## src/sv/ucdc_pkg.sv

```systemverilog
package ucdc_pkg;

  // Input event codes.
  typedef enum logic [2:0] {
    ACT_BUS_RESET     = 3'd0,
    ACT_SETUP         = 3'd1,
    ACT_EP0_IN_DONE   = 3'd2,
    ACT_EP0_OUT_DONE  = 3'd3,
    ACT_EP1_OUT       = 3'd4,
    ACT_OTHER_IN_DONE = 3'd5
  } action_e;

  // Result codes.
  typedef enum logic [2:0] {
    RK_NONE       = 3'd0,
    RK_DATA       = 3'd1,
    RK_ZLP        = 3'd2,
    RK_STALL_IN   = 3'd3,
    RK_STALL_BOTH = 3'd4,
    RK_ECHO       = 3'd5
  } reply_kind_e;

  // Work handed from the front end to the back end.
  typedef enum logic [2:0] {
    OP_RESET   = 3'd0,
    OP_QUIET   = 3'd1,
    OP_REPLY   = 3'd2,
    OP_START   = 3'd3,
    OP_IN_DONE = 3'd4,
    OP_ECHO    = 3'd5
  } cmd_op_e;

  typedef enum logic {
    ST_IDLE = 1'b0,
    ST_SEND = 1'b1
  } back_state_e;

  typedef struct packed {
    cmd_op_e     op;
    reply_kind_e kind;
    logic [2:0]  src;
    logic [6:0]  arg;
    logic        set_addr;
    logic        set_cfg;
  } cmd_t;

  // Transfer sources.
  localparam logic [2:0] SRC_NONE   = 3'd0;
  localparam logic [2:0] SRC_DEVICE = 3'd1;
  localparam logic [2:0] SRC_CONFIG = 3'd2;
  localparam logic [2:0] SRC_LANG   = 3'd3;
  localparam logic [2:0] SRC_MFR    = 3'd4;
  localparam logic [2:0] SRC_PROD   = 3'd5;
  localparam logic [2:0] SRC_LINE   = 3'd6;

  // Request fields.
  localparam logic [7:0] RT_STD_IN_DEV   = 8'h80;
  localparam logic [7:0] RT_STD_OUT_DEV  = 8'h00;
  localparam logic [7:0] RT_STD_OUT_IF   = 8'h01;
  localparam logic [7:0] RT_CLASS_IN_IF  = 8'hA1;
  localparam logic [7:0] RT_CLASS_OUT_IF = 8'h21;
  localparam logic [7:0] RQ_GET_DESC     = 8'h06;
  localparam logic [7:0] RQ_SET_ADDRESS  = 8'h05;
  localparam logic [7:0] RQ_SET_CONFIG   = 8'h09;
  localparam logic [7:0] RQ_SET_IFACE    = 8'h0B;
  localparam logic [7:0] RQ_GET_LINE     = 8'h21;
  localparam logic [7:0] RQ_SET_LINE     = 8'h20;
  localparam logic [7:0] RQ_SET_CTRL     = 8'h22;
  localparam logic [7:0] DESC_DEVICE     = 8'h01;
  localparam logic [7:0] DESC_CONFIG     = 8'h02;
  localparam logic [7:0] DESC_STRING     = 8'h03;
  localparam logic [7:0] LAST_STRING     = 8'h02;

  localparam logic [9:0] ECHO_MAX = 10'd64;

  // Command queue geometry.
  localparam int CmdDepth = 2;
  localparam int CmdPtrW  = 1;
  localparam int CmdCntW  = 2;

  localparam logic [7:0] RomDev [18] = '{
    8'd18, 8'h01, 8'h00, 8'h02, 8'h02, 8'h00, 8'h00, 8'd64, 8'hFE,
    8'hCA, 8'h01, 8'h40, 8'h00, 8'h01, 8'h01, 8'h02, 8'h00, 8'h01
  };

  localparam logic [7:0] RomCfg [67] = '{
    8'd9, 8'h02, 8'd67, 8'd0, 8'd2, 8'd1, 8'd0, 8'h80, 8'd50,
    8'd9, 8'h04, 8'd0, 8'd0, 8'd1, 8'h02, 8'h02, 8'h01, 8'd0,
    8'd5, 8'h24, 8'h00, 8'h10, 8'h01,
    8'd5, 8'h24, 8'h01, 8'h00, 8'h01,
    8'd4, 8'h24, 8'h02, 8'h02,
    8'd5, 8'h24, 8'h06, 8'h00, 8'h01,
    8'd7, 8'h05, 8'h82, 8'h03, 8'd8, 8'd0, 8'd255,
    8'd9, 8'h04, 8'd1, 8'd0, 8'd2, 8'h0A, 8'h00, 8'h00, 8'd0,
    8'd7, 8'h05, 8'h01, 8'h02, 8'd64, 8'd0, 8'd0,
    8'd7, 8'h05, 8'h81, 8'h02, 8'd64, 8'd0, 8'd0
  };

  localparam logic [7:0] RomLang [4] = '{8'd4, 8'h03, 8'h09, 8'h04};

  localparam logic [7:0] RomMfr [18] = '{
    8'd18, 8'h03, 8'h42, 8'h00, 8'h65, 8'h00, 8'h65, 8'h00, 8'h42,
    8'h00, 8'h6F, 8'h00, 8'h74, 8'h00, 8'h69, 8'h00, 8'h78, 8'h00
  };

  localparam logic [7:0] RomProd [18] = '{
    8'd18, 8'h03, 8'h42, 8'h00, 8'h50, 8'h00, 8'h43, 8'h00, 8'h44,
    8'h00, 8'h43, 8'h00, 8'h20, 8'h00, 8'h76, 8'h00, 8'h31, 8'h00
  };

  localparam logic [7:0] RomLine [7] = '{
    8'h80, 8'h25, 8'h00, 8'h00, 8'h00, 8'h00, 8'h08
  };

  function automatic logic [6:0] rom_len(input logic [2:0] src);
    logic [6:0] len;
    case (src)
      SRC_DEVICE: len = 7'd18;
      SRC_CONFIG: len = 7'd67;
      SRC_LANG:   len = 7'd4;
      SRC_MFR:    len = 7'd18;
      SRC_PROD:   len = 7'd18;
      SRC_LINE:   len = 7'd7;
      default:    len = 7'd0;
    endcase
    return len;
  endfunction

  function automatic logic [7:0] rom_byte(input logic [2:0] src, input logic [6:0] idx);
    logic [7:0] b;
    b = 8'h00;
    case (src)
      SRC_DEVICE: if (idx < 7'd18) b = RomDev[idx[4:0]];
      SRC_CONFIG: if (idx < 7'd67) b = RomCfg[idx];
      SRC_LANG:   if (idx < 7'd4)  b = RomLang[idx[1:0]];
      SRC_MFR:    if (idx < 7'd18) b = RomMfr[idx[4:0]];
      SRC_PROD:   if (idx < 7'd18) b = RomProd[idx[4:0]];
      SRC_LINE:   if (idx < 7'd7)  b = RomLine[idx[2:0]];
      default:    b = 8'h00;
    endcase
    return b;
  endfunction

endpackage

```

## src/sv/usb_cdc_control_responder.sv

```systemverilog
// USB CDC control-endpoint responder. Each transfer on the input side is one
// device event (bus reset, decoded SETUP, endpoint-0 IN or OUT completion,
// endpoint-1 OUT reception), and it produces one or more results on the
// output side, the final one flagged by last_of_run_o. Descriptor and
// line-coding replies come from a fixed ROM, trimmed to wLength and sent as
// chunks of MAX_PACKET bytes, one result per byte; the first chunk follows
// the SETUP and each later chunk follows an endpoint-0 IN completion. Every
// result carries the active device address and configured flag as they
// stand after its event. A chunk takes one step to set up the ROM walk and
// then one result per byte, each loaded only when the result register has
// room. A two-entry command queue lets new events be taken while a reply is
// still being sent, and a result register holds each result until it is
// popped; the next result can be loaded in the same cycle as the pop.
module usb_cdc_control_responder #(
  parameter int MAX_PACKET = 64
) (
  input  logic        clk_i,
  input  logic        rst_ni,
  input  logic        push,
  output logic        full,
  input  logic [2:0]  action_i,
  input  logic [7:0]  request_type_i,
  input  logic [7:0]  request_code_i,
  input  logic [15:0] request_value_i,
  input  logic [15:0] request_length_i,
  input  logic [9:0]  received_count_i,
  output logic        empty,
  input  logic        pop,
  output logic [2:0]  reply_kind_o,
  output logic [7:0]  data_byte_o,
  output logic        last_of_run_o,
  output logic [6:0]  echo_count_o,
  output logic [6:0]  device_address_o,
  output logic        configured_o
);

  ucdc_pkg::cmd_t front_cmd;
  ucdc_pkg::cmd_t queue_cmd;
  logic           queue_valid;
  logic           queue_pop;
  logic           accept;

  // An event is taken whenever the command queue has room.
  assign accept = push && !full;

  // Front end: decodes the event into a command.
  ucdc_front u_front (
    .action_i         (action_i),
    .request_type_i   (request_type_i),
    .request_code_i   (request_code_i),
    .request_value_i  (request_value_i),
    .request_length_i (request_length_i),
    .received_count_i (received_count_i),
    .cmd_o            (front_cmd)
  );

  // Command queue decouples decode from execution.
  ucdc_cmd_fifo u_cmd_fifo (
    .clk_i    (clk_i),
    .rst_ni   (rst_ni),
    .wr_en_i  (accept),
    .wr_cmd_i (front_cmd),
    .full_o   (full),
    .rd_en_i  (queue_pop),
    .valid_o  (queue_valid),
    .rd_cmd_o (queue_cmd)
  );

  // Back end: device state, ROM walk and the result register.
  ucdc_back #(
    .MAX_PACKET (MAX_PACKET)
  ) u_back (
    .clk_i            (clk_i),
    .rst_ni           (rst_ni),
    .cmd_valid_i      (queue_valid),
    .cmd_i            (queue_cmd),
    .cmd_pop_o        (queue_pop),
    .pop              (pop),
    .empty            (empty),
    .reply_kind_o     (reply_kind_o),
    .data_byte_o      (data_byte_o),
    .last_of_run_o    (last_of_run_o),
    .echo_count_o     (echo_count_o),
    .device_address_o (device_address_o),
    .configured_o     (configured_o)
  );

endmodule

```

## src/sv/ucdc_front.sv

```systemverilog
// Classifies one device event into a command for the back end. SETUP
// requests are decoded here, and data requests are trimmed to wLength.
module ucdc_front (
  input  logic [2:0]     action_i,
  input  logic [7:0]     request_type_i,
  input  logic [7:0]     request_code_i,
  input  logic [15:0]    request_value_i,
  input  logic [15:0]    request_length_i,
  input  logic [9:0]     received_count_i,
  output ucdc_pkg::cmd_t cmd_o
);

  logic       is_data;
  logic [2:0] data_src;
  logic [6:0] full_len;
  logic [6:0] trim_len;

  always_comb begin
    cmd_o          = '0;
    cmd_o.op       = ucdc_pkg::OP_QUIET;
    cmd_o.kind     = ucdc_pkg::RK_NONE;
    is_data        = 1'b0;
    data_src       = ucdc_pkg::SRC_NONE;
    case (action_i)
      ucdc_pkg::ACT_BUS_RESET: begin
        cmd_o.op = ucdc_pkg::OP_RESET;
      end
      ucdc_pkg::ACT_SETUP: begin
        cmd_o.op   = ucdc_pkg::OP_REPLY;
        cmd_o.kind = ucdc_pkg::RK_ZLP;
        if (request_type_i == ucdc_pkg::RT_STD_IN_DEV &&
            request_code_i == ucdc_pkg::RQ_GET_DESC) begin
          if (request_value_i[15:8] == ucdc_pkg::DESC_DEVICE) begin
            is_data  = 1'b1;
            data_src = ucdc_pkg::SRC_DEVICE;
          end else if (request_value_i[15:8] == ucdc_pkg::DESC_CONFIG) begin
            is_data  = 1'b1;
            data_src = ucdc_pkg::SRC_CONFIG;
          end else if (request_value_i[15:8] == ucdc_pkg::DESC_STRING &&
                       request_value_i[7:0] <= ucdc_pkg::LAST_STRING) begin
            is_data  = 1'b1;
            data_src = 3'(ucdc_pkg::SRC_LANG + request_value_i[2:0]);
          end else begin
            cmd_o.kind = ucdc_pkg::RK_STALL_IN;
          end
        end else if (request_type_i == ucdc_pkg::RT_STD_OUT_DEV &&
                     request_code_i == ucdc_pkg::RQ_SET_ADDRESS) begin
          cmd_o.set_addr = 1'b1;
          cmd_o.arg      = request_value_i[6:0];
        end else if (request_type_i == ucdc_pkg::RT_STD_OUT_DEV &&
                     request_code_i == ucdc_pkg::RQ_SET_CONFIG) begin
          cmd_o.set_cfg = 1'b1;
        end else if (request_type_i == ucdc_pkg::RT_STD_OUT_IF &&
                     request_code_i == ucdc_pkg::RQ_SET_IFACE) begin
          cmd_o.kind = ucdc_pkg::RK_ZLP;
        end else if (request_type_i == ucdc_pkg::RT_CLASS_IN_IF &&
                     request_code_i == ucdc_pkg::RQ_GET_LINE) begin
          is_data  = 1'b1;
          data_src = ucdc_pkg::SRC_LINE;
        end else if (request_type_i == ucdc_pkg::RT_CLASS_OUT_IF &&
                     (request_code_i == ucdc_pkg::RQ_SET_LINE ||
                      request_code_i == ucdc_pkg::RQ_SET_CTRL)) begin
          cmd_o.kind = ucdc_pkg::RK_ZLP;
        end else begin
          cmd_o.kind = ucdc_pkg::RK_STALL_BOTH;
        end
      end
      ucdc_pkg::ACT_EP0_IN_DONE: begin
        cmd_o.op = ucdc_pkg::OP_IN_DONE;
      end
      ucdc_pkg::ACT_EP1_OUT: begin
        if (received_count_i != 10'd0 && received_count_i <= ucdc_pkg::ECHO_MAX) begin
          cmd_o.op   = ucdc_pkg::OP_ECHO;
          cmd_o.kind = ucdc_pkg::RK_ECHO;
          cmd_o.arg  = received_count_i[6:0];
        end
      end
      default: begin
        cmd_o.op = ucdc_pkg::OP_QUIET;
      end
    endcase

    full_len = ucdc_pkg::rom_len(data_src);
    if ({9'd0, full_len} > request_length_i) begin
      trim_len = request_length_i[6:0];
    end else begin
      trim_len = full_len;
    end
    // A data request trimmed to nothing answers with a zero-length packet.
    if (is_data && trim_len != 7'd0) begin
      cmd_o.op  = ucdc_pkg::OP_START;
      cmd_o.src = data_src;
      cmd_o.arg = trim_len;
    end
  end

endmodule

```

## src/sv/ucdc_cmd_fifo.sv

```systemverilog
// Short command queue between the front and back ends.
module ucdc_cmd_fifo (
  input  logic           clk_i,
  input  logic           rst_ni,
  input  logic           wr_en_i,
  input  ucdc_pkg::cmd_t wr_cmd_i,
  output logic           full_o,
  input  logic           rd_en_i,
  output logic           valid_o,
  output ucdc_pkg::cmd_t rd_cmd_o
);

  ucdc_pkg::cmd_t                  slots_q [ucdc_pkg::CmdDepth];
  logic [ucdc_pkg::CmdPtrW-1:0]    wr_ptr_q, wr_ptr_d;
  logic [ucdc_pkg::CmdPtrW-1:0]    rd_ptr_q, rd_ptr_d;
  logic [ucdc_pkg::CmdCntW-1:0]    count_q, count_d;

  assign full_o   = (count_q == ucdc_pkg::CmdCntW'(ucdc_pkg::CmdDepth));
  assign valid_o  = (count_q != '0);
  assign rd_cmd_o = slots_q[rd_ptr_q];

  always_comb begin
    wr_ptr_d = wr_ptr_q;
    rd_ptr_d = rd_ptr_q;
    count_d  = count_q;
    if (wr_en_i) begin
      wr_ptr_d = ucdc_pkg::CmdPtrW'(wr_ptr_q + 1'b1);
    end
    if (rd_en_i) begin
      rd_ptr_d = ucdc_pkg::CmdPtrW'(rd_ptr_q + 1'b1);
    end
    if (wr_en_i && !rd_en_i) begin
      count_d = ucdc_pkg::CmdCntW'(count_q + 1'b1);
    end else if (rd_en_i && !wr_en_i) begin
      count_d = ucdc_pkg::CmdCntW'(count_q - 1'b1);
    end
  end

  always_ff @(posedge clk_i or negedge rst_ni) begin
    if (!rst_ni) begin
      wr_ptr_q <= '0;
      rd_ptr_q <= '0;
      count_q  <= '0;
    end else begin
      wr_ptr_q <= wr_ptr_d;
      rd_ptr_q <= rd_ptr_d;
      count_q  <= count_d;
    end
  end

  always_ff @(posedge clk_i) begin
    if (wr_en_i) begin
      slots_q[wr_ptr_q] <= wr_cmd_i;
    end
  end

endmodule

```

## src/sv/ucdc_back.sv

```systemverilog
// Executes commands: holds the device state, walks the descriptor ROM for
// data transfers and drives the result register.
module ucdc_back #(
  parameter int MAX_PACKET = 64
) (
  input  logic           clk_i,
  input  logic           rst_ni,
  input  logic           cmd_valid_i,
  input  ucdc_pkg::cmd_t cmd_i,
  output logic           cmd_pop_o,
  input  logic           pop,
  output logic           empty,
  output logic [2:0]     reply_kind_o,
  output logic [7:0]     data_byte_o,
  output logic           last_of_run_o,
  output logic [6:0]     echo_count_o,
  output logic [6:0]     device_address_o,
  output logic           configured_o
);

  localparam logic [6:0] MaxPkt = 7'(MAX_PACKET);

  ucdc_pkg::back_state_e state_q, state_d;
  logic [6:0] pend_addr_q, pend_addr_d;
  logic [6:0] act_addr_q, act_addr_d;
  logic [2:0] src_q, src_d;
  logic [6:0] total_q, total_d;
  logic [6:0] sent_q, sent_d;
  logic       cfg_q, cfg_d;
  logic [6:0] idx_q, idx_d;
  logic [6:0] end_q, end_d;

  logic       out_valid_q, out_valid_d;
  logic [2:0] out_kind_q, out_kind_d;
  logic [7:0] out_byte_q, out_byte_d;
  logic       out_last_q, out_last_d;
  logic [6:0] out_echo_q, out_echo_d;
  logic [6:0] out_addr_q, out_addr_d;
  logic       out_cfg_q, out_cfg_d;

  logic       out_free;
  logic       load;
  logic [6:0] chunk_base;
  logic [6:0] chunk_total;
  logic [6:0] chunk_rem;
  logic [6:0] chunk_len;
  logic [6:0] chunk_end;
  logic [6:0] idx_next;

  assign out_free = !out_valid_q || pop;
  assign idx_next = 7'(idx_q + 7'd1);

  // Next chunk boundary, from the start of a new transfer or from the
  // bytes already sent of the running one.
  always_comb begin
    if (cmd_i.op == ucdc_pkg::OP_START) begin
      chunk_base  = 7'd0;
      chunk_total = cmd_i.arg;
    end else begin
      chunk_base  = sent_q;
      chunk_total = total_q;
    end
    chunk_rem = 7'(chunk_total - chunk_base);
    chunk_len = (chunk_rem > MaxPkt) ? MaxPkt : chunk_rem;
    chunk_end = 7'(chunk_base + chunk_len);
  end

  always_comb begin
    state_d     = state_q;
    pend_addr_d = pend_addr_q;
    act_addr_d  = act_addr_q;
    src_d       = src_q;
    total_d     = total_q;
    sent_d      = sent_q;
    cfg_d       = cfg_q;
    idx_d       = idx_q;
    end_d       = end_q;
    cmd_pop_o   = 1'b0;
    load        = 1'b0;
    out_kind_d  = ucdc_pkg::RK_NONE;
    out_byte_d  = 8'h00;
    out_last_d  = 1'b1;
    out_echo_d  = 7'd0;

    case (state_q)
      ucdc_pkg::ST_IDLE: begin
        if (cmd_valid_i && out_free) begin
          cmd_pop_o = 1'b1;
          case (cmd_i.op)
            ucdc_pkg::OP_RESET: begin
              pend_addr_d = 7'd0;
              act_addr_d  = 7'd0;
              cfg_d       = 1'b0;
              src_d       = ucdc_pkg::SRC_NONE;
              total_d     = 7'd0;
              sent_d      = 7'd0;
              load        = 1'b1;
            end
            ucdc_pkg::OP_REPLY: begin
              src_d   = ucdc_pkg::SRC_NONE;
              total_d = 7'd0;
              sent_d  = 7'd0;
              if (cmd_i.set_addr) begin
                pend_addr_d = cmd_i.arg;
              end
              if (cmd_i.set_cfg) begin
                cfg_d = 1'b1;
              end
              out_kind_d = cmd_i.kind;
              load       = 1'b1;
            end
            ucdc_pkg::OP_START: begin
              src_d   = cmd_i.src;
              total_d = cmd_i.arg;
              sent_d  = chunk_end;
              idx_d   = 7'd0;
              end_d   = chunk_end;
              state_d = ucdc_pkg::ST_SEND;
            end
            ucdc_pkg::OP_IN_DONE: begin
              if (pend_addr_q != 7'd0) begin
                act_addr_d  = pend_addr_q;
                pend_addr_d = 7'd0;
              end
              if (src_q != ucdc_pkg::SRC_NONE && sent_q < total_q) begin
                sent_d  = chunk_end;
                idx_d   = sent_q;
                end_d   = chunk_end;
                state_d = ucdc_pkg::ST_SEND;
              end else begin
                load = 1'b1;
              end
            end
            ucdc_pkg::OP_ECHO: begin
              out_kind_d = ucdc_pkg::RK_ECHO;
              out_echo_d = cmd_i.arg;
              load       = 1'b1;
            end
            default: begin
              load = 1'b1;
            end
          endcase
        end
      end
      ucdc_pkg::ST_SEND: begin
        if (out_free) begin
          load       = 1'b1;
          out_kind_d = ucdc_pkg::RK_DATA;
          out_byte_d = ucdc_pkg::rom_byte(src_q, idx_q);
          out_last_d = (idx_next == end_q);
          idx_d      = idx_next;
          if (idx_next == end_q) begin
            state_d = ucdc_pkg::ST_IDLE;
          end
        end
      end
      default: begin
        state_d = ucdc_pkg::ST_IDLE;
      end
    endcase

    out_addr_d = act_addr_d;
    out_cfg_d  = cfg_d;
    if (load) begin
      out_valid_d = 1'b1;
    end else if (pop) begin
      out_valid_d = 1'b0;
    end else begin
      out_valid_d = out_valid_q;
    end
  end

  always_ff @(posedge clk_i or negedge rst_ni) begin
    if (!rst_ni) begin
      state_q     <= ucdc_pkg::ST_IDLE;
      pend_addr_q <= 7'd0;
      act_addr_q  <= 7'd0;
      src_q       <= ucdc_pkg::SRC_NONE;
      total_q     <= 7'd0;
      sent_q      <= 7'd0;
      cfg_q       <= 1'b0;
      idx_q       <= 7'd0;
      end_q       <= 7'd0;
      out_valid_q <= 1'b0;
    end else begin
      state_q     <= state_d;
      pend_addr_q <= pend_addr_d;
      act_addr_q  <= act_addr_d;
      src_q       <= src_d;
      total_q     <= total_d;
      sent_q      <= sent_d;
      cfg_q       <= cfg_d;
      idx_q       <= idx_d;
      end_q       <= end_d;
      out_valid_q <= out_valid_d;
    end
  end

  always_ff @(posedge clk_i) begin
    if (load) begin
      out_kind_q <= out_kind_d;
      out_byte_q <= out_byte_d;
      out_last_q <= out_last_d;
      out_echo_q <= out_echo_d;
      out_addr_q <= out_addr_d;
      out_cfg_q  <= out_cfg_d;
    end
  end

  assign empty            = !out_valid_q;
  assign reply_kind_o     = out_kind_q;
  assign data_byte_o      = out_byte_q;
  assign last_of_run_o    = out_last_q;
  assign echo_count_o     = out_echo_q;
  assign device_address_o = out_addr_q;
  assign configured_o     = out_cfg_q;

endmodule

```

## config.mk

```make
export PLATFORM = sky130hd
export DESIGN_NAME = usb_cdc_control_responder
export DESIGN_NICKNAME = d
export VERILOG_FILES = /design/src/sv/ucdc_pkg.sv /design/src/sv/usb_cdc_control_responder.sv /design/src/sv/ucdc_front.sv /design/src/sv/ucdc_cmd_fifo.sv /design/src/sv/ucdc_back.sv
export SDC_FILE = /design/constraint.sdc
export NUM_CORES = 1
export LEC_CHECK = 0
export BUFFER_PORTS_ARGS = -buffer_cell sky130_fd_sc_hd__buf_2
export CAP_MARGIN = 30
export CORE_ASPECT_RATIO = 0.8
export CORE_UTILIZATION = 50
export DETAILED_ROUTE_END_ITERATION = 7
export PLACE_DENSITY_LB_ADDON = 0.1
export SLEW_MARGIN = 10
export SYNTH_ARGS = -nofsm -noshare
export SYNTH_HDL_FRONTEND = slang
export SYNTH_SLANG_ARGS = --single-unit
```

## constraint.sdc

```tcl
create_clock -name clk_i -period 5.4 [get_ports clk_i]
set_clock_uncertainty 0.05 [all_clocks]
set_input_delay 0.54 -clock clk_i [delete_from_list [all_inputs] [get_ports clk_i]]
set_output_delay 0.54 -clock clk_i [all_outputs]
set_load 0.1 [all_outputs]
```

# Yosys cells after proc, flatten, opt, wreduce, memory -nomap -nowiden

Memory sizes are Yosys's and may differ from the RTL's.
Index checks and enable logic that the tools add are counted.

Register bits: 79
RAM bits: 36
ROM bits: 1856
Bits of input ports: 65
Output and inout bits: 29
Logic and storage cells: 246
Memories: 6

Add/sub/neg operators: 8
Order comparisons: 13
Eq/ne operators: 42
Muxes and demuxes: 108
Bitwise gates (word level): 7
Reductions and logical operators: 43

Memory list:

| name               | depth | bits a word | rd ports | clocked after Yosys merged registers in | wr ports | RTL line            | text |
|---|---|---|---|---|---|---|---|
| (no name shown)    | 128   | 8           | 1        | 0                                       | 0        | ucdc_pkg.sv:134     | `SRC_CONFIG: if (idx < 7'd67) b = RomCfg[idx];` |
| (no name shown)    | 32    | 8           | 1        | 0                                       | 0        | ucdc_pkg.sv:136     | `SRC_MFR: if (idx < 7'd18) b = RomMfr[idx[4:0]];` |
| (no name shown)    | 32    | 8           | 1        | 0                                       | 0        | ucdc_pkg.sv:137     | `SRC_PROD: if (idx < 7'd18) b = RomProd[idx[4:0]];` |
| (no name shown)    | 32    | 8           | 1        | 0                                       | 0        | ucdc_pkg.sv:133     | `SRC_DEVICE: if (idx < 7'd18) b = RomDev[idx[4:0]];` |
| (no name shown)    | 8     | 8           | 1        | 0                                       | 0        | ucdc_pkg.sv:138     | `SRC_LINE: if (idx < 7'd7) b = RomLine[idx[2:0]];` |
| u_cmd_fifo.slots_q | 2     | 18          | 1        | 0                                       | 1        | ucdc_cmd_fifo.sv:13 | `ucdc_pkg::cmd_t slots_q [ucdc_pkg::CmdDepth];` |

Operators with widths:

| operator           | count |
|---|---|
| $mux 8             | 19 |
| $mux 7             | 14 |
| $pmux 7 s2         | 6 |
| $mux 3             | 19 |
| $pmux 8 s6         | 1 |
| $pmux 7 s3         | 2 |
| $eq 8x6->1 const B | 4 |
| $mux 1             | 29 |
| $pmux 7 s4         | 1 |
| $eq 3x3->1 const B | 9 |
| $pmux 3 s2         | 4 |
| $eq 3x2->1 const B | 7 |
| $bmux 8 s2         | 1 |
| $eq 8x1->1 const B | 2 |
| $eq 8x2->1 const B | 2 |
| $eq 8x3->1 const B | 2 |
| $eq 8x4->1 const B | 2 |
| $eq 8x8->1 const B | 2 |
| $gt 7x16->1        | 1 |
| $logic_and 1x1->1  | 14 |
| $lt 7x3->1 const B | 2 |
| $reduce_bool 7->1  | 2 |
| $pmux 3 s4         | 1 |
| $reduce_and 4->1   | 3 |
| other kinds (45)   | 72 |

# Logic depth before layout (Yosys ltp)

Gate-level depths: netlist (run 1).

Depth in word-level cells: 16
Mapped depth: 24
Mapped depth without buffers: 22

# Modules after synthesis

A second synthesis (run 1) with hierarchy kept.

Cells, all modules: 804
Area, all modules: 7925.1 µm²

Modules (own cells, without submodules):

| module                    | instances | cells each | area each (µm²) | sequential area each (µm²) |
|---|---|---|---|---|
| ucdc_back                 | 1         | 576        | 5288.8          | 2011.9 |
| ucdc_cmd_fifo             | 1         | 72         | 1537.7          | 1181.1 |
| ucdc_front                | 1         | 155        | 1084.8          | 0.0 |
| usb_cdc_control_responder | 1         | 1          | 13.8            | 0.0 |

# Worst setup path before layout (run 1)

Ideal clock, no wire load.

Path kind: reg2reg
From: register u_cmd_fifo.rd_ptr_q
To: register u_back.end_q[6]
Setup time: 118 ps
Arrival: 4563 ps
Required time: 5232 ps
Setup slack: 669 ps
Cell stages (with the launch flop): 25
Path buffers: 3
Clock period less this slack: 4731 ps
Path through: dfrtp_1 > buf_2 > mux2i_1 > or3_1 > clkbuf_1 > clkbuf_1 > and2_1 > ha_1 > inv_1 > fa_1 > a211oi_1 > o21bai_1 > a21oi_1 > xnor2_1 > nor2_1 > ha_1 > inv_1 > fa_1 > nor2b_1 > nor3_1 > o21bai_1 > a21oi_1 > xor3_1 > nand2_1 > nand2_1

Cells in the longest elaborated chain, start to end: 9
Elaborated cells between the ends (all ways): 14
Those cells by class: add/sub: 2; order compare: 1; eq/ne: 3; mux: 5; reduce/logical: 2; memory: 1

RTL lines:

| item                   | RTL line                         | text |
|---|---|---|
| from (decl)            | ucdc_cmd_fifo.sv:15              | `logic [ucdc_pkg::CmdPtrW-1:0] rd_ptr_q, rd_ptr_d;` |
| from (signal assigned) | ucdc_cmd_fifo.sv:46              | `rd_ptr_q <= rd_ptr_d;` |
| $mem_v2 2x18 (*)       | n/a                              |  |
| $eq 3x2->1             | ucdc_back.sv:56, ucdc_back.sv:89 |  |
| $mux 7                 | ucdc_back.sv:56                  | `if (cmd_i.op == ucdc_pkg::OP_START) begin` |
| $sub 7x7->7            | ucdc_back.sv:63                  | `chunk_rem = 7'(chunk_total - chunk_base);` |
| $gt 7x7->1             | ucdc_back.sv:64                  | `chunk_len = (chunk_rem > MaxPkt) ? MaxPkt : chunk_rem;` |
| $mux 7                 | ucdc_back.sv:64                  |  |
| $add 7x7->7            | ucdc_back.sv:65                  | `chunk_end = 7'(chunk_base + chunk_len);` |
| $mux 7                 | ucdc_back.sv:125                 | `if (src_q != ucdc_pkg::SRC_NONE && sent_q < total_q) begin` |
| $pmux 7 s2             | ucdc_back.sv:89                  | `case (cmd_i.op)` |
| to (signal assigned)   | ucdc_back.sv:194                 | `end_q <= end_d;` |
| to (decl)              | ucdc_back.sv:31                  | `logic [6:0] end_q, end_d;` |

Every way passes the cells marked *; elsewhere a longest branch is shown, timed or not. The select of a mux whose other input is x is not followed.
A chain may end at the register's enable or synchronous reset.

# Worst setup path in the final report (run 1)

From: register u_cmd_fifo.rd_ptr_q
To: register u_back.sent_q[6]

Cells in the longest elaborated chain, start to end: 9
Elaborated cells between the ends (all ways): 17
Those cells by class: add/sub: 2; order compare: 1; eq/ne: 4; mux: 5; reduce/logical: 4; memory: 1

RTL lines:

| item                 | RTL line                         | text |
|---|---|---|
| $mem_v2 2x18 (*)     | n/a                              |  |
| $eq 3x2->1           | ucdc_back.sv:56, ucdc_back.sv:89 |  |
| $mux 7               | ucdc_back.sv:56                  |  |
| $sub 7x7->7          | ucdc_back.sv:63                  |  |
| $gt 7x7->1           | ucdc_back.sv:64                  |  |
| $mux 7               | ucdc_back.sv:64                  |  |
| $add 7x7->7          | ucdc_back.sv:65                  |  |
| $mux 7               | ucdc_back.sv:125                 |  |
| $pmux 7 s3           | ucdc_back.sv:89                  |  |
| to (signal assigned) | ucdc_back.sv:191                 | `sent_q <= sent_d;` |
| to (decl)            | ucdc_back.sv:28                  | `logic [6:0] sent_q, sent_d;` |

Marked as above.

==> reports/metrics.csv, run 1 <==
metric,value,unit
cts_buffers,17,
synth_nets,896,
yosys.area.top_type,edfxtp_1,
worst_ep_arrival_time,5.27,ns
final_cells,1077,
fin_crit,5.006,ns
wire_per_inst,18.11,um
synth_top_flop_cell,edfxtp_1,
slew_violations,0,
drt-vias-per-instance,5.984,
dp_hpwl,14.58,mm
drive_gt1_share,17.47,%
num-nets-final,983,
drtIter0Drc,606,
synth_area,7346,um^2
setup_violations,0,
yosys.area.top_type_share,25.75,%
globalplace.congestion,0.9116,
coreArea,14300,um^2
post_cts_buffers,0,
grt_usage,27.20,%
num_vias,6445,
path_class,reg2reg,
maxCapViolCount,0,
first_pass_iters,5,
fin_hold_ws,0.1917,ns
worst_setup_path_start_kind,register,
yosysMostFrequentCell,nand2_1,
yosys_warnings,0,
clkLatencyLatePin,0.42,ns
clockRootBuffer,clkbuf_16,
synth_seq_area_share,43.47,%
rows,39,
grt_pass1_wl,31.51,mm
grt_max_degree,53,
antenna_cells,0,
finalWorstSetupSlack,0.3935,ns
finalHoldViolCount,0,
io_buffers,93,
peakVddDrop,0.0006903,V
cp-end-kind,register,
cts_tree,yes,
crit_required,5.66,ns
grt_pass1_vias,6195,
rsz0062_at_grt,false,
p_leak,0.003723,uW
grt.overflow.total,0,
io_pins,94,
synth_cell_types,69,
routed_wl,19.50,mm
syn_inst,793,
powerDensity,659.4,nW/um^2
die_w,137.5,um
drc,0,
fillers,1308,
antenna_found_initial,0,
die-area,15180,um^2
h-tree-depth,4,
start_util,51.38,%
synthTopCellsByArea,"edfxtp_1, dfrtp_1, ha_1, nand2_1, a21oi_1",
area_growth,17.17,%
min_period_over_period,92.71,%
syn_avg_cell_area,9.263,um^2
clock-sinks,115,
maxSlewHeadroom,38.50,%
ys_seq_elements,115,
finalSetupTns,0,ns
synth_edf_count,63,
place_ws,0.3811,ns
async_flop_share,45.22,%
fmax,0.1997,GHz
ant_nets,0,
ctsLongestPathBuffers,2,
worst_pin_slew,0.9225,ns
synth_top_cells_by_count,"nand2_1, nor2_1, edfxtp_1",
hold_class,in2async,
dp.cells,1045,
die_h,110.4,um
cts.reportedPaths.clkPinSlew,0.06,ns
critPathMaxFanout,22,
status,"complete, no violations",
==> routing by layer <==
layer / global-route usage, % / vias up / share of wire [%]
met3: 6.566 / 24 / 6.5
met1: 40.39 / 3105 / 49
met5: 0 / - / 0
met4: 7.179 / 0 / 1.3
met2: 39.23 / 227 / 44
li1: - / 3089 / -
==> repair_timing <==
item	in CTS	in global routing
gates resized for setup	0	1
setup endpoints to repair	0	4
hold buffers	0	0
==> logic make-up (layout without fill, tap and decap cells) <==
kind of cell | count (synthesis) | after routing | share of synthesized area (%)
adders and majority gates | 38 | 38 | 6.677
buffers and inverters | 86 | 186 | 4.446
DFF | 115 | 115 | 43.47
muxes | 31 | 31 | 4.326
and+or+nand+nor | 283 | 283 | 18.40
AOI/OAI and AO/OA | 213 | 213 | 19.26
xor gates and xnor gates | 27 | 27 | 3.424
==> report_power, final <==
group	switching (uW)	total (uW)	leakage, uW	internal (uW)
sequential	244	1520	0.00131	1280
combinational	2130	3040	0.00212	902
clock	428	1120	0.000290	689
==> layout by cell type, fill, tap and decap left out, types with 8 or more instances in the layout <==
| cell type | synthesis | final |
|---|---|---|
| buf_4 | 0 | 15 |
| a21oi_1 | 51 | 51 |
| ha_1 | 36 | 36 |
| buf_2 | 3 | 93 |
| xor2_1 | 13 | 13 |
| a22oi_1 | 9 | 9 |
| a31oi_1 | 9 | 9 |
| a21o_1 | 14 | 14 |
| nor4_1 | 8 | 8 |
| dfrtp_1 | 52 | 52 |
| o31ai_1 | 18 | 18 |
| mux2i_1 | 25 | 25 |
| nand2b_1 | 8 | 8 |
| o21ai_0 | 43 | 42 |
| inv_1 | 45 | 45 |
| a22o_1 | 9 | 9 |
| edfxtp_1 | 63 | 63 |
| nand2_1 | 100 | 100 |
| clkbuf_16 | 0 | 17 |
| nor2b_1 | 11 | 11 |
| xnor2_1 | 13 | 13 |
| nor3_1 | 24 | 24 |
| nor2_1 | 65 | 65 |
| nand3_1 | 22 | 22 |
==> metrics by stage <==
stage	instance area (um^2)	utilization, %	power, uW
3_3_place_gp	7996	55.93	4459
4_1_cts	8606	60.19	5676
5_1_grt	8607	60.20	6040
2_1_floorplan	7346	-	3838
3_5_place_dp	8011	56.03	4536
6_report	8607	60.20	5676
==> flip-flops by register name, indices dropped and copies added, names as in the netlist, 2 cells and up <==
| signal | count |
|---|---|
| u_back.reply_kind_o | 3 |
| u_back.end_q | 7 |
| u_back.sent_q | 7 |
| u_back.pend_addr_q | 7 |
| u_back.idx_q | 7 |
| u_cmd_fifo.slots_q | 36 |
| u_back.echo_count_o | 7 |
| u_back.total_q | 7 |
| u_cmd_fifo.count_q | 2 |
| u_back.device_address_o | 7 |
| u_back.act_addr_q | 7 |
| u_back.src_q | 3 |
| u_back.data_byte_o | 8 |
==> worst max-delay path, cell delays in order (launching register included) <==
cell	delay, ns
dfrtp_1	0.38
mux2_2	0.40
or3_2	0.69
a21oi_1	0.22
ha_1	0.16
inv_1	0.06
fa_1	0.42
a211oi_1	0.34
o21bai_1	0.14
a21oi_1	0.20
xnor2_1	0.29
nor2_1	0.11
ha_1	0.22
inv_1	0.07
fa_1	0.17
nor2b_1	0.07
nor3_1	0.22
o21bai_1	0.11
a21oi_1	0.18
xor3_1	0.24
nand2_1	0.09
nand2_1	0.05
==> final cells by class <==
| class | instances | area (um^2) | area share, % |
|---|---|---|---|
| clock inverter | 15 | 168.9 | 1.962 |
| multi-input combinational | 592 | 3827 | 44.47 |
| timing repair buffer | 109 | 593.1 | 6.891 |
| sequential | 115 | 3193 | 37.10 |
| clock buffer | 17 | 425.4 | 4.943 |
| tap | 184 | 230.2 | 2.675 |
| inverter | 45 | 168.9 | 1.962 |
==> worst paths after layout <==
path | start | slack [ns] | depth (start not counted) | endpoint
max | u_cmd_fifo.rd_ptr_q | 0.39 | 21 | u_back.sent_q[6]
min | rst_ni | 0.19 | 2 | u_back.sent_q[4]
max reg2reg | u_cmd_fifo.rd_ptr_q | 0.39 | 21 | u_back.sent_q[6]
min reg2reg | u_back.act_addr_q[5] | 0.45 | 1 | u_back.act_addr_q[5]
max in group asynchronous | rst_ni | 4.64 | 2 | u_back.act_addr_q[5]
min in group clk_i | push | 0.40 | 3 | u_cmd_fifo.wr_ptr_q
(Power assumes the default switching activity.)
==> inputs of run 2 (changes only) <==
Settings changed: SLEW_MARGIN 10 to 5.
Clock period 5.4 ns to 6.4 ns, I/O delays scaled along.
==> run 2 against run 1 <==
Compared with the run above: clock power shrank 19%; critical path depth grew 1; routed wire length shrank 0.62%; register-to-register slack gained 0.76 ns; worst setup slack gained 0.76 ns; core utilization shrank 0.32 points; non-clock buffer count shrank 5; die area is the same; combinational power shrank 17%; sequential cell count is the same.
==> reports/metrics.csv, run 2 (synthesized netlist as in run 1, its figures left out) <==
metric,value,unit,change
drc,0,,unchanged
cts_buffers,17,,unchanged
globalplace.congestion,0.9365,,+2.7%
antenna_cells,0,,unchanged
ant_nets,0,,unchanged
power,4739,uW,-17%
p_leak,0.003685,uW,-1.0%
coreArea,14300,um^2,unchanged
finalHoldViolCount,0,,unchanged
drtIter0Drc,679,,+12%
drive_gt1_share,16.89,%,-0.58 points
cts_resized,0,,unchanged
hold_buffers,0,,unchanged
worst_ep_arrival_time,5.50,ns,+0.23 ns
worst_pin_slew,0.9261,ns,+0.003607 ns
num-nets-final,978,,-0.51%
status,"complete, no violations",,
io_buffers,93,,unchanged
die-area,15180,um^2,unchanged
slew_violations,0,,unchanged
dp_hpwl,14.58,mm,about the same
antenna_found_initial,0,,unchanged
rows,39,,unchanged
path_class,reg2reg,,
min_period_over_period,81.95,%,-11 points
rsz0062_at_grt,false,,
grt.overflow.total,0,,unchanged
grt_usage,27.01,%,-0.19 points
worst_setup_path_start_kind,register,,
setup_violations,0,,unchanged
ctsLongestPathBuffers,2,,unchanged
die_w,137.5,um,unchanged
cts.reportedPaths.clkPinSlew,0.06,ns,about the same
fin_crit,5.245,ns,+0.2383 ns
powerDensity,553.6,nW/um^2,-16%
h-tree-depth,4,,unchanged
post_cts_buffers,0,,unchanged
wire_per_inst,18.08,um,-0.16%
dp.cells,1040,,-0.48%
grt_pass1_wl,31.39,mm,-0.39%
use_met2,37.52,%,-1.7 points
busiest_layer,met1,,
crit_required,6.65,ns,+0.99 ns
mostFrequentLayoutCell,nand2_1,,
final_cell_mix,"nand2_1, buf_2, nor2_1",,
fmax,0.1907,GHz,-4.5%
clockRootBuffer,clkbuf_16,,
fin_hold_ws,0.2966,ns,+0.1049 ns
peakVddDrop,0.0005727,V,-17%
use_met1,40.83,%,+0.43 points
cts_tree,yes,,
use_met3,8.173,%,+1.6 points
grt_pass1_vias,6062,,-2.1%
critPathMaxFanout,12,,-45%
routed_wl,19.38,mm,-0.62%
grt_max_degree,53,,unchanged
finalSetupTns,0,ns,unchanged
cp-end-kind,register,,
clock-sinks,115,,unchanged
num_vias,6453,,+0.12%
area_growth,16.54,%,
final_cells,1072,,-0.46%
largest_register,u_cmd_fifo.slots_q,,
clkLatencyLatePin,0.42,ns,about the same
io_pins,94,,unchanged
utilization,59.88,%,-0.32 points
largest_reg_flops,36,,unchanged
maxSlewHeadroom,38.07,%,-0.43 points
first_pass_iters,5,,unchanged
hold_class,in2async,,
maxCapViolCount,0,,unchanged
die_h,110.4,um,unchanged
drt-vias-per-instance,6.020,,+0.59%
start_util,51.38,%,unchanged
run 2: changes by cell type in the layout (fill, tap and decap cells not counted):
cell        change
clkinvlp_4      +3
inv_8           +2
buf_8           -1
buf_16          +1
or3_2           -1
inv_6           -2
or3_1           +1
clkinv_4        -2
bufinv_16       -1
buf_4           -5
run 2: final cells by class:
cell class,count,area [um^2]
multi-input cells,592,3826
inverters,45,168.9
fillers,1257,5737
well taps,184,230.2
clock inverters,15,148.9
clock buffers,17,425.4
flip-flops and latches,115,3193
repair buffers,104,568.0
run 2: power breakdown:
part	switching [uW]	leakage (uW)	internal [uW]	total [uW]
Sequential	221	0.00131	1080	1300
Combinational	1770	0.00210	755	2530
Clock	367	0.000271	544	911
run 2: path summary, 6_finish.rpt:
check / from / end / slack [ns] / cells past startpoint
setup / recovery: u_cmd_fifo.rd_ptr_q / u_back.end_q[6] / 1.16 / 22
hold / removal: rst_ni / u_cmd_fifo.count_q[0] / 0.30 / 2
setup reg to reg: u_cmd_fifo.rd_ptr_q / u_back.end_q[6] / 1.16 / 22
hold reg to reg: u_cmd_fifo.count_q[1] / u_cmd_fifo.count_q[1] / 0.44 / 1
max in group asynchronous: rst_ni / u_back.act_addr_q[3] / 5.53 / 2
min in group clk_i: u_cmd_fifo.count_q[1] / u_cmd_fifo.count_q[1] / 0.44 / 1
run 2: worst max-delay path: stages (launching register included):
cell	delay (ns)
dfrtp_1	0.70
mux2i_1	0.56
or3_1	0.44
nor2_1	0.11
a21oi_1	0.15
ha_1	0.16
inv_1	0.06
fa_1	0.42
a211oi_1	0.30
o21bai_1	0.12
a21oi_1	0.20
xnor2_1	0.21
nor2_1	0.17
ha_1	0.19
inv_1	0.06
fa_1	0.38
nor2b_1	0.20
nor3_1	0.09
o21bai_1	0.15
a21oi_1	0.09
xor3_1	0.18
nand2_1	0.09
nand2_1	0.05
run 2: per-stage QoR:
step,cell area (um^2),worst slack (ns)
after global placement,7959,1.481
after detailed placement,7986,1.232
after CTS,8561,1.212
after floorplan,7346,1.669
final,8561,1.155
after global routing,8561,0.6284
run 2: metal layers:
| layer | vias to the layer above | wire (um) |
|---|---|---|
| met5 | - | 0 |
| met4 | 0 | 133 |
| met3 | 16 | 1500 |
| met2 | 257 | 8312 |
| met1 | 3093 | 9435 |
| li1 | 3087 | - |
